[src/rtl/spq_pkg.sv]
// Shared types, widths and codes for the sorted priority queue.
`timescale 1ns / 1ps
package spq_pkg;

   localparam int DEPTH_DEF = 16;
   localparam int DATA_W    = 32;
   localparam int OCC_W     = 5;
   localparam int STATUS_W  = 2;

   localparam logic CMD_ENQ = 1'b0;
   localparam logic CMD_DEQ = 1'b1;

   localparam logic [STATUS_W-1:0] STATUS_DONE  = 2'd0;
   localparam logic [STATUS_W-1:0] STATUS_FULL  = 2'd1;
   localparam logic [STATUS_W-1:0] STATUS_EMPTY = 2'd2;

   typedef struct packed {
      logic signed [DATA_W-1:0] prio;
      logic signed [DATA_W-1:0] value;
   } entry_type;

   typedef struct packed {
      logic [STATUS_W-1:0]      status;
      logic signed [DATA_W-1:0] out_value;
      logic signed [DATA_W-1:0] out_priority;
      logic [OCC_W-1:0]         occupancy;
   } rsp_type;

endpackage

[src/rtl/spq_store.sv]
// Entry memory of the queue with one write port and one registered read port.
`timescale 1ns / 1ps
module spq_store #(
   parameter int DEPTH = spq_pkg::DEPTH_DEF
) (
   input  logic                           clock,
   input  logic                           wr_en,
   input  logic [$clog2(DEPTH)-1:0]       wr_addr,
   input  spq_pkg::entry_type             wr_data,
   input  logic [$clog2(DEPTH)-1:0]       rd_addr,
   output spq_pkg::entry_type             rd_data
);
   import spq_pkg::*;

   entry_type mem [DEPTH];
   entry_type rd_data_ff;

   always_ff @(posedge clock) begin
      if (wr_en) begin
         mem[wr_addr] <= wr_data;
      end
      rd_data_ff <= mem[rd_addr];
   end

   assign rd_data = rd_data_ff;

endmodule

[src/rtl/spq_ctrl.sv]
// Sequencer that inserts and removes entries one memory slot at a time.
`timescale 1ns / 1ps
module spq_ctrl #(
   parameter int DEPTH = spq_pkg::DEPTH_DEF
) (
   input  logic                              clock,
   input  logic                              reset,
   input  logic                              req_valid,
   input  logic                              req_command,
   input  logic signed [spq_pkg::DATA_W-1:0] req_in_value,
   input  logic signed [spq_pkg::DATA_W-1:0] req_in_priority,
   output logic                              req_stall,
   output logic                              wr_en,
   output logic [$clog2(DEPTH)-1:0]          wr_addr,
   output spq_pkg::entry_type                wr_data,
   output logic [$clog2(DEPTH)-1:0]          rd_addr,
   input  spq_pkg::entry_type                rd_data,
   output logic                              fin_valid,
   output spq_pkg::rsp_type                  fin_res,
   input  logic                              out_free
);
   import spq_pkg::*;

   localparam int IDX_W = $clog2(DEPTH);
   localparam int CNT_W = $clog2(DEPTH + 1);
   localparam logic [CNT_W-1:0] FULL_CNT = CNT_W'(DEPTH);
   localparam logic [CNT_W-1:0] CNT_ONE  = CNT_W'(1);

   localparam logic [2:0] S_IDLE = 3'd0;
   localparam logic [2:0] S_ERD  = 3'd1;
   localparam logic [2:0] S_ECMP = 3'd2;
   localparam logic [2:0] S_DRD  = 3'd3;
   localparam logic [2:0] S_DWR  = 3'd4;
   localparam logic [2:0] S_DONE = 3'd5;

   logic [2:0]       state_ff, state_in;
   logic [CNT_W-1:0] cnt_ff, cnt_in;
   logic [CNT_W-1:0] idx_ff, idx_in;
   entry_type        new_ff, new_in;
   logic [STATUS_W-1:0]      status_ff, status_in;
   logic signed [DATA_W-1:0] head_val_ff, head_val_in;
   logic signed [DATA_W-1:0] head_pri_ff, head_pri_in;
   logic [CNT_W-1:0] idx_dec;
   logic [CNT_W-1:0] idx_inc;

   assign idx_dec = idx_ff - CNT_ONE;
   assign idx_inc = idx_ff + CNT_ONE;

   always_comb begin
      state_in    = state_ff;
      cnt_in      = cnt_ff;
      idx_in      = idx_ff;
      new_in      = new_ff;
      status_in   = status_ff;
      head_val_in = head_val_ff;
      head_pri_in = head_pri_ff;
      wr_en       = 1'b0;
      wr_addr     = idx_ff[IDX_W-1:0];
      wr_data     = new_ff;
      rd_addr     = idx_ff[IDX_W-1:0];
      fin_valid   = 1'b0;
      case (state_ff)
         S_IDLE: begin
            if (req_valid) begin
               new_in.value = req_in_value;
               new_in.prio  = req_in_priority;
               status_in    = STATUS_DONE;
               head_val_in  = '0;
               head_pri_in  = '0;
               if (req_command == CMD_ENQ) begin
                  if (cnt_ff >= FULL_CNT) begin
                     status_in = STATUS_FULL;
                     state_in  = S_DONE;
                  end else begin
                     idx_in   = cnt_ff;
                     state_in = S_ERD;
                  end
               end else begin
                  if (cnt_ff == '0) begin
                     status_in = STATUS_EMPTY;
                     state_in  = S_DONE;
                  end else begin
                     idx_in   = '0;
                     state_in = S_DRD;
                  end
               end
            end
         end
         S_ERD: begin
            rd_addr = idx_dec[IDX_W-1:0];
            if (idx_ff == '0) begin
               wr_en    = 1'b1;
               cnt_in   = cnt_ff + CNT_ONE;
               state_in = S_DONE;
            end else begin
               state_in = S_ECMP;
            end
         end
         S_ECMP: begin
            wr_en = 1'b1;
            if (new_ff.prio < rd_data.prio) begin
               wr_data  = rd_data;
               idx_in   = idx_dec;
               state_in = S_ERD;
            end else begin
               cnt_in   = cnt_ff + CNT_ONE;
               state_in = S_DONE;
            end
         end
         S_DRD: begin
            state_in = S_DWR;
         end
         S_DWR: begin
            wr_addr = idx_dec[IDX_W-1:0];
            wr_data = rd_data;
            if (idx_ff == '0) begin
               head_val_in = rd_data.value;
               head_pri_in = rd_data.prio;
            end else begin
               wr_en = 1'b1;
            end
            idx_in = idx_inc;
            if (idx_inc < cnt_ff) begin
               state_in = S_DRD;
            end else begin
               cnt_in   = cnt_ff - CNT_ONE;
               state_in = S_DONE;
            end
         end
         S_DONE: begin
            fin_valid = 1'b1;
            if (out_free) begin
               state_in = S_IDLE;
            end
         end
         default: begin
            state_in = S_IDLE;
         end
      endcase
   end

   always_ff @(posedge clock) begin
      if (reset) begin
         state_ff <= S_IDLE;
         cnt_ff   <= '0;
      end else begin
         state_ff <= state_in;
         cnt_ff   <= cnt_in;
      end
      idx_ff      <= idx_in;
      new_ff      <= new_in;
      status_ff   <= status_in;
      head_val_ff <= head_val_in;
      head_pri_ff <= head_pri_in;
   end

   assign req_stall            = (state_ff != S_IDLE);
   assign fin_res.status       = status_ff;
   assign fin_res.out_value    = head_val_ff;
   assign fin_res.out_priority = head_pri_ff;
   assign fin_res.occupancy    = OCC_W'(cnt_ff);

endmodule

[src/rtl/sorted_priority_queue_top.sv]
// Sorted priority queue: memory, sequencer and result register.
//
// The req_ channel carries one command per item: enqueue a value with a
// signed priority, or dequeue the entry with the smallest priority number.
// Entries of equal priority leave in arrival order. Each accepted item
// gives exactly one item on the rsp_ channel with a status, the removed
// value and priority (zero unless a dequeue succeeded) and the occupancy.
// The block works on one item at a time and holds req_stall high until
// that item's result has entered the output register. Every entry moved
// costs a read and then a write of the entry memory; an enqueue also
// compares priorities in the write step. A waiting result in the output
// register does not block a new item; if rsp_stall holds it, the next
// result waits in the sequencer. Reset empties the queue and drops any
// pending result; memory is not cleared.
`timescale 1ns / 1ps
module sorted_priority_queue_top #(
   parameter int DEPTH = spq_pkg::DEPTH_DEF
) (
   input  logic                                clock,
   input  logic                                reset,
   input  logic                                req_valid,
   output logic                                req_stall,
   input  logic                                req_command,
   input  logic signed [spq_pkg::DATA_W-1:0]   req_in_value,
   input  logic signed [spq_pkg::DATA_W-1:0]   req_in_priority,
   output logic                                rsp_valid,
   input  logic                                rsp_stall,
   output logic [spq_pkg::STATUS_W-1:0]        rsp_status,
   output logic signed [spq_pkg::DATA_W-1:0]   rsp_out_value,
   output logic signed [spq_pkg::DATA_W-1:0]   rsp_out_priority,
   output logic [spq_pkg::OCC_W-1:0]           rsp_occupancy
);
   import spq_pkg::*;

   localparam int IDX_W = $clog2(DEPTH);

   logic             wr_en;
   logic [IDX_W-1:0] wr_addr;
   entry_type        wr_data;
   logic [IDX_W-1:0] rd_addr;
   entry_type        rd_data;
   logic             fin_valid;
   rsp_type          fin_res;
   logic             out_free;
   logic             rsp_valid_ff, rsp_valid_in;
   rsp_type          rsp_ff, rsp_in;

   spq_store #(.DEPTH(DEPTH)) u_store (
      .clock   (clock),
      .wr_en   (wr_en),
      .wr_addr (wr_addr),
      .wr_data (wr_data),
      .rd_addr (rd_addr),
      .rd_data (rd_data)
   );

   spq_ctrl #(.DEPTH(DEPTH)) u_ctrl (
      .clock           (clock),
      .reset           (reset),
      .req_valid       (req_valid),
      .req_command     (req_command),
      .req_in_value    (req_in_value),
      .req_in_priority (req_in_priority),
      .req_stall       (req_stall),
      .wr_en           (wr_en),
      .wr_addr         (wr_addr),
      .wr_data         (wr_data),
      .rd_addr         (rd_addr),
      .rd_data         (rd_data),
      .fin_valid       (fin_valid),
      .fin_res         (fin_res),
      .out_free        (out_free)
   );

   assign out_free = !rsp_valid_ff || !rsp_stall;

   always_comb begin
      rsp_valid_in = rsp_valid_ff;
      rsp_in       = rsp_ff;
      if (out_free) begin
         rsp_valid_in = fin_valid;
         if (fin_valid) begin
            rsp_in = fin_res;
         end
      end
   end

   always_ff @(posedge clock) begin
      if (reset) begin
         rsp_valid_ff <= 1'b0;
      end else begin
         rsp_valid_ff <= rsp_valid_in;
      end
      rsp_ff <= rsp_in;
   end

   assign rsp_valid        = rsp_valid_ff;
   assign rsp_status       = rsp_ff.status;
   assign rsp_out_value    = rsp_ff.out_value;
   assign rsp_out_priority = rsp_ff.out_priority;
   assign rsp_occupancy    = rsp_ff.occupancy;

   a_busy_after_accept: assert property (@(posedge clock) disable iff (reset)
      req_valid && !req_stall |=> req_stall)
      else $error("sequencer took an item without going busy");

   a_result_loaded: assert property (@(posedge clock) disable iff (reset)
      fin_valid && out_free |=> rsp_valid_ff && rsp_ff == $past(fin_res))
      else $error("finished result was not loaded into the output register");

   a_reject_zero: assert property (@(posedge clock) disable iff (reset)
      fin_valid && fin_res.status != STATUS_DONE |->
         fin_res.out_value == '0 && fin_res.out_priority == '0)
      else $error("rejected item carries a nonzero value or priority");

endmodule
[config.mk]
export PLATFORM = sky130hd
export DESIGN_NAME = sorted_priority_queue_top
export DESIGN_NICKNAME = d
export VERILOG_FILES = /design/src/rtl/spq_pkg.sv /design/src/rtl/spq_store.sv /design/src/rtl/spq_ctrl.sv /design/src/rtl/sorted_priority_queue_top.sv
export SDC_FILE = /design/constraint.sdc
export NUM_CORES = 1
export LEC_CHECK = 0
export BUFFER_PORTS_ARGS = -buffer_cell sky130_fd_sc_hd__clkbuf_2
export CAP_MARGIN = 40
export CORE_ASPECT_RATIO = 1.75
export CORE_MARGIN = 2
export CORE_UTILIZATION = 60
export CTS_CLUSTER_SIZE = 40
export DETAILED_ROUTE_END_ITERATION = 8
export PLACE_DENSITY = 0.82
export RECOVER_POWER = 50
export SLEW_MARGIN = 20
export SYNTH_ARGS = -nofsm -noshare
export SYNTH_HDL_FRONTEND = slang
export SYNTH_HIERARCHICAL = 1
export SYNTH_SLANG_ARGS = --single-unit
[constraint.sdc]
create_clock -name clock -period 7.7 [get_ports clock]
set_input_delay 2.31 -clock clock [delete_from_list [all_inputs] [get_ports clock]]
set_output_delay 2.31 -clock clock [all_outputs]
set_load 0.005 [all_outputs]
Yosys cells after proc, flatten, opt, wreduce, memory -nomap -nowiden

Memory sizes are Yosys's and may differ from the RTL's. A register that Yosys moved wholly into a read port is not among the register bits.
Cells that the tools add are included.

Add/subtract/negate cells: 4
Magnitude comparators: 3
Eq/ne operators: 14
Mux-type cells: 37
Reductions and logical operators: 16

Operator list:

| cell                                                                   | count |
|---|---|
| 32-bit one-hot mux with 2 select lines                                 | 2 |
| 64-bit one-hot mux with 2 select lines                                 | 1 |
| 32-bit 2-to-1 mux                                                      | 3 |
| 64-bit 2-to-1 mux                                                      | 1 |
| 5-bit 2-to-1 mux                                                       | 8 |
| 32-bit < comparator                                                    | 1 |
| 5-bit one-hot mux with 3 select lines                                  | 2 |
| 3-bit 2-to-1 mux                                                       | 8 |
| 3-bit one-hot mux with 6 select lines                                  | 1 |
| 5-bit by 1-bit adder with 5-bit output (second input constant)         | 2 |
| 5-bit zero test                                                        | 2 |
| 5-bit by 1-bit subtractor with 5-bit output (second input constant)    | 2 |
| 3-bit nonzero test                                                     | 3 |
| 4-bit 2-to-1 mux                                                       | 2 |
| 2-bit != test (second input constant)                                  | 4 |
| 3-bit by 2-bit equality test with 1-bit output (second input constant) | 2 |
| 3-bit equality test (second input constant)                            | 2 |
| 1-bit 2-to-1 mux                                                       | 6 |
| 2-bit by 1-bit != test with 1-bit output (second input constant)       | 3 |
| 3-bit != test (second input constant)                                  | 2 |
| 2-bit AND reduction                                                    | 3 |
| 5-bit greater-or-equal comparator (second input constant)              | 1 |
| 5-bit < comparator                                                     | 1 |
| 5-bit AND reduction                                                    | 1 |
| other kinds (9)                                                        | 11 |

Register bits: 215
RAM bits: 1024
Input bits: 69
Logic and storage cells: 88
Memories kept: 1

Memories:

| name        | depth | bits a word | rd ports | clocked after Yosys merged registers in | wr ports | RTL line        | text |
|---|---|---|---|---|---|---|---|
| u_store.mem | 16    | 64          | 1        | 1                                       | 1        | spq_store.sv:15 | `entry_type mem [DEPTH];` |

Logic depth before layout (Yosys ltp)

Depth after elaboration: 5
Gate-level depth with buffers: 12
Mapped depth without buffers: 10

By module

Netlist, hierarchy kept.

By module, submodules not included:

| module                    | times used | cells each | area each (µm²) |
|---|---|---|---|
| spq_store                 | 1          | 1647       | 39583.0 |
| spq_ctrl                  | 1          | 584        | 7063.0 |
| sorted_priority_queue_top | 1          | 76         | 2170.8 |

Least setup slack after synthesis

OpenSTA, ideal clock, no wires.

Kind: flip-flop to flip-flop
From: register u_ctrl.state_ff[0]
To: memory u_store/mem[0][0] (netlist name) (enable)
Library setup time: 0.565 ns
Data arrival time: 6.520 ns
Data required time: 7.135 ns
Setup slack: 0.615 ns
Cell stages (with the launch flop): 10
Path buffers: 2
Cells stage by stage: dfxtp_1 -> clkbuf_1 -> nor2_1 -> nand2_1 -> inv_1 -> buf_1 -> nand2_1 -> xnor2_1 -> or3b_2 -> nor3_1

Elaborated cells on any way between the ends: 7
Classes of those cells: eq/ne: 3; mux: 4

RTL lines:

| item                     | RTL line                        | text |
|---|---|---|
| start: declaration       | spq_ctrl.sv:36                  | `logic [2:0] state_ff, state_in;` |
| start signal: assignment | spq_ctrl.sv:147                 | `state_ff <= state_in;` |
| 3-bit equality test      | spq_ctrl.sv:62                  | `case (state_ff)` |
| 4-bit 2-to-1 mux         | spq_ctrl.sv:62                  |  |
| named net wr_addr[2]     | sorted_priority_queue_top.sv:38 | `logic [IDX_W-1:0] wr_addr;` |
| end: declaration         | spq_store.sv:15                 |  |

The timed path passes the listed nets, and every way through them passes these cells.

Final worst setup path

From: register u_ctrl.state_ff[0]
To: memory u_store/mem[12][20] (netlist name) (enable)

Same word-level chain as after synthesis.

==> results.toml <==
[outcome]
status = "complete, but fails checks"
violations = "max-capacitance violations, max-slew violations"

[hold_path]
hp-start = "u_ctrl/head_val_ff[26]$_SDFFCE_PN0P_"
hold_path_depth = 0
min_path_type = "reg2reg"
holdPathEnd = "rsp_out_value[26]$_DFFE_PP_"

[route]
drt_iter0_drc = 3372
vias = 24900
dr.pass1.iters = 5
wl_per_cell_um = 32.3
drc = 0
wirelength_um = 119000
viasPerCell = 6.77
ant_nets = 0

[synth]
syn-cell-area_um2 = 48800
synth_seq_cells = 1303
synth_top_area_frac = 0.757
syn-num-nets = 2419
synth_edf_count = 1230
ys_seq_area_frac = 0.787
synth_area_leaders = "edfxtp_1, mux4_2, dfxtp_1"
synth_warnings = 6
yosysMostFrequentCell = "edfxtp_1"
avgSynthCellArea_um2 = 21.2
ys_top_cells_by_count = "edfxtp_1, mux4_2, a22oi_1"
synthArstFlopShare = 0
netlist_instances = 2307
synthFlopType = "edfxtp_1"
yosys.area.top_type = "edfxtp_1"
ys_types = 55

[worst_setup_path]
rrSetupSlack_ns = 1.46
critical_path_required_ns = 7.98
crit_chain = "nor2_4 > clkbuf_1 > nand2_2 > inv_1 > nand2_1 > xnor2_1 > nand3_1 > nor3_1 > clkbuf_1"
crit_fanout = 34
end_kind = "flop"
reg2reg_depth = 9
arrival_ns = 6.52
cp_slowest_cell = "clkbuf_1"
regToRegStartpoint = "u_ctrl/state_ff[0]$_SDFFE_PP0P_"
slowest_delay_ns = 1.75
start_kind = "flop"
rr_endpoint = "u_store/mem[12][20]$_DFFE_PP_"
path_class = "reg2reg"
crit_top_cell = "clkbuf_1"

[sta]
rsz0062_at_grt = "no"
worst_slack_ns = 1.46
drv_slew = 257
maxSlewHeadroom = -1.19
hold_violations = 0
report.final.setup_viol = 0
fin_crit_ns = 6.24
setup_tns_ns = 0
post-route-period-util = 0.811
max_freq_mhz = 160
finClkSkew_ns = 0.0530
tightest_slew_ns = 3.28

[clock_tree]
insertion_delay_ns = 0.73
cts_buffers = 106
postCtsHoldBufs = 0
root_buffer = "clkbuf_16"
cts_resized = 0
cts-htree-levels = 3
post-cts-setup-buffers = 0
clkSinkCount = 1303
tritoncts = "yes"
clk_path_buf_depth = 3
path_clk_slew_ns = 0.07

[floorplanning]
die_area_um2 = 83700
fp.coreArea_um2 = 80800
dieWidth_um = 220
dieHeight_um = 381
io_pins = 142
rows = 138
start_util = 0.604

[power]
ir_drop_mv = 0.493
p_leak_nw = 18.0
power.density_nw_per_um2 = 441

[final_layout]
n_antenna_cell = 0
final_layout_size_suffix_gt1_frac = 0.222
nets = 2650
final_area_um2 = 55000
nFillCells = 4747
fin_util = 0.681
area_growth_pct = 12.7

[place]
place_hpwl_um = 61700
place_area_um2 = 51500
io_buffers = 141
gp_congestion = 0.844
dpl_worst_slack_ns = 3.09

[grt]
grt_pass1_vias = 25900
grt_first_pass_wirelength_um = 172000
grt_max_degree = 145
antenna_found_initial = 2
grt_overflow = 0
grt_usage = 0.289

[job]
max_cap_violations = 8
area by class of cell:
cell class / instances / area (um2) / share of cell area
Sequential cell: 1303 / 38400 / 0.698
Inverter: 44 / 165 / 0.00300
Clock inverter: 79 / 1020 / 0.0185
Tap cell: 1050 / 1310 / 0.0239
Multi-Input combinational cell: 846 / 9810 / 0.178
Timing Repair Buffer: 237 / 1540 / 0.0279
Clock buffer: 122 / 2790 / 0.0506
cell families (layout without fill, tap and decap cells):
family	Yosys count	after routing	synth area share
AO/OA/AOI/OAI	232	232	0.0322
XOR/XNOR	15	15	0.00269
adder cells (fa/ha/maj)	43	43	0.0112
buffers and inverters	158	482	0.0155
flip-flops	1303	1303	0.787
multiplexers	291	291	0.126
AND/OR/NAND/NOR	265	265	0.0257
routing by layer:
metal	vias to the layer above	routed length [um]	global-route usage
li1	9933	-	-
met1	12700	39900	0.367
met2	1884	60500	0.477
met3	400	12300	0.0577
met4	2	6090	0.146
met5	-	13	0
metrics by stage:
step | total power, mW | hold slack, ns | instances
after floorplan | 15.7 | 0.400 | 2307
after global placement | 17.6 | 0.401 | 3453
after detailed placement | 18.2 | 0.405 | 3473
after CTS | 24.3 | 0.399 | 3674
after global routing | 25.1 | 0.421 | 3681
final | 24.3 | 0.404 | 3681
placed cells by master (no fill, tap or decap), drive strengths merged, types with 44 or more instances in the layout:
master     n
buf       59
nor2      60
o21ai     44
dfxtp     73
a22oi    129
edfxtp  1230
mux4     256
nand2     89
clkbuf   300
inv       52
power by group:
group | switching (mW) | internal, mW | leakage (nW)
clock | 2.59 | 3.31 | 1.82
sequential | 0.325 | 9.60 | 11.8
combinational | 5.13 | 3.32 | 4.35
total | 8.05 | 16.2 | 18.0
sequential cells by signal (all words and copies together), names as in the netlist:
register and cells:
u_store/mem 1024, u_ctrl/new_ff 64, u_store/rd_data 64, rsp_out_priority 32, rsp_out_value 32, u_ctrl/head_pri_ff 32
u_ctrl/head_val_ff 32, rsp_occupancy 5, u_ctrl/cnt_ff 5, u_ctrl/idx_ff 5, u_ctrl/state_ff 3, rsp_status 2
u_ctrl/status_ff 2, rsp_valid 1
worst max-delay path, delay by kind of cell (launching register included):
| kind | cells | cell delay, ns |
|---|---|---|
| AND/OR/NAND/NOR | 5 | 1.41 |
| flip-flops | 1 | 0.44 |
| XOR/XNOR | 1 | 0.39 |
| buffers and inverters | 3 | 3.54 |
worst max path at each step:
stage	from	to	slack (ns)	cells after the start
3_3_place_gp	u_ctrl/state_ff[1]$_SDFFE_PP0P_	u_store/mem[10][10]$_DFFE_PP_	3.28	9
3_5_place_dp	u_ctrl/state_ff[0]$_SDFFE_PP0P_	u_store/mem[7][10]$_DFFE_PP_	3.09	10
2_1_floorplan	u_ctrl/state_ff[0]$_SDFFE_PP0P_	u_store/mem[0][0]$_DFFE_PP_	0.62	9
6_report	u_ctrl/state_ff[0]$_SDFFE_PP0P_	u_store/mem[12][20]$_DFFE_PP_	1.46	9
4_1_cts	u_ctrl/state_ff[0]$_SDFFE_PP0P_	u_store/mem[7][3]$_DFFE_PP_	2.88	10
5_1_grt	u_ctrl/state_ff[0]$_SDFFE_PP0P_	u_store/mem[8][23]$_DFFE_PP_	1.46	9
Power figures use the tool's default switching activity.
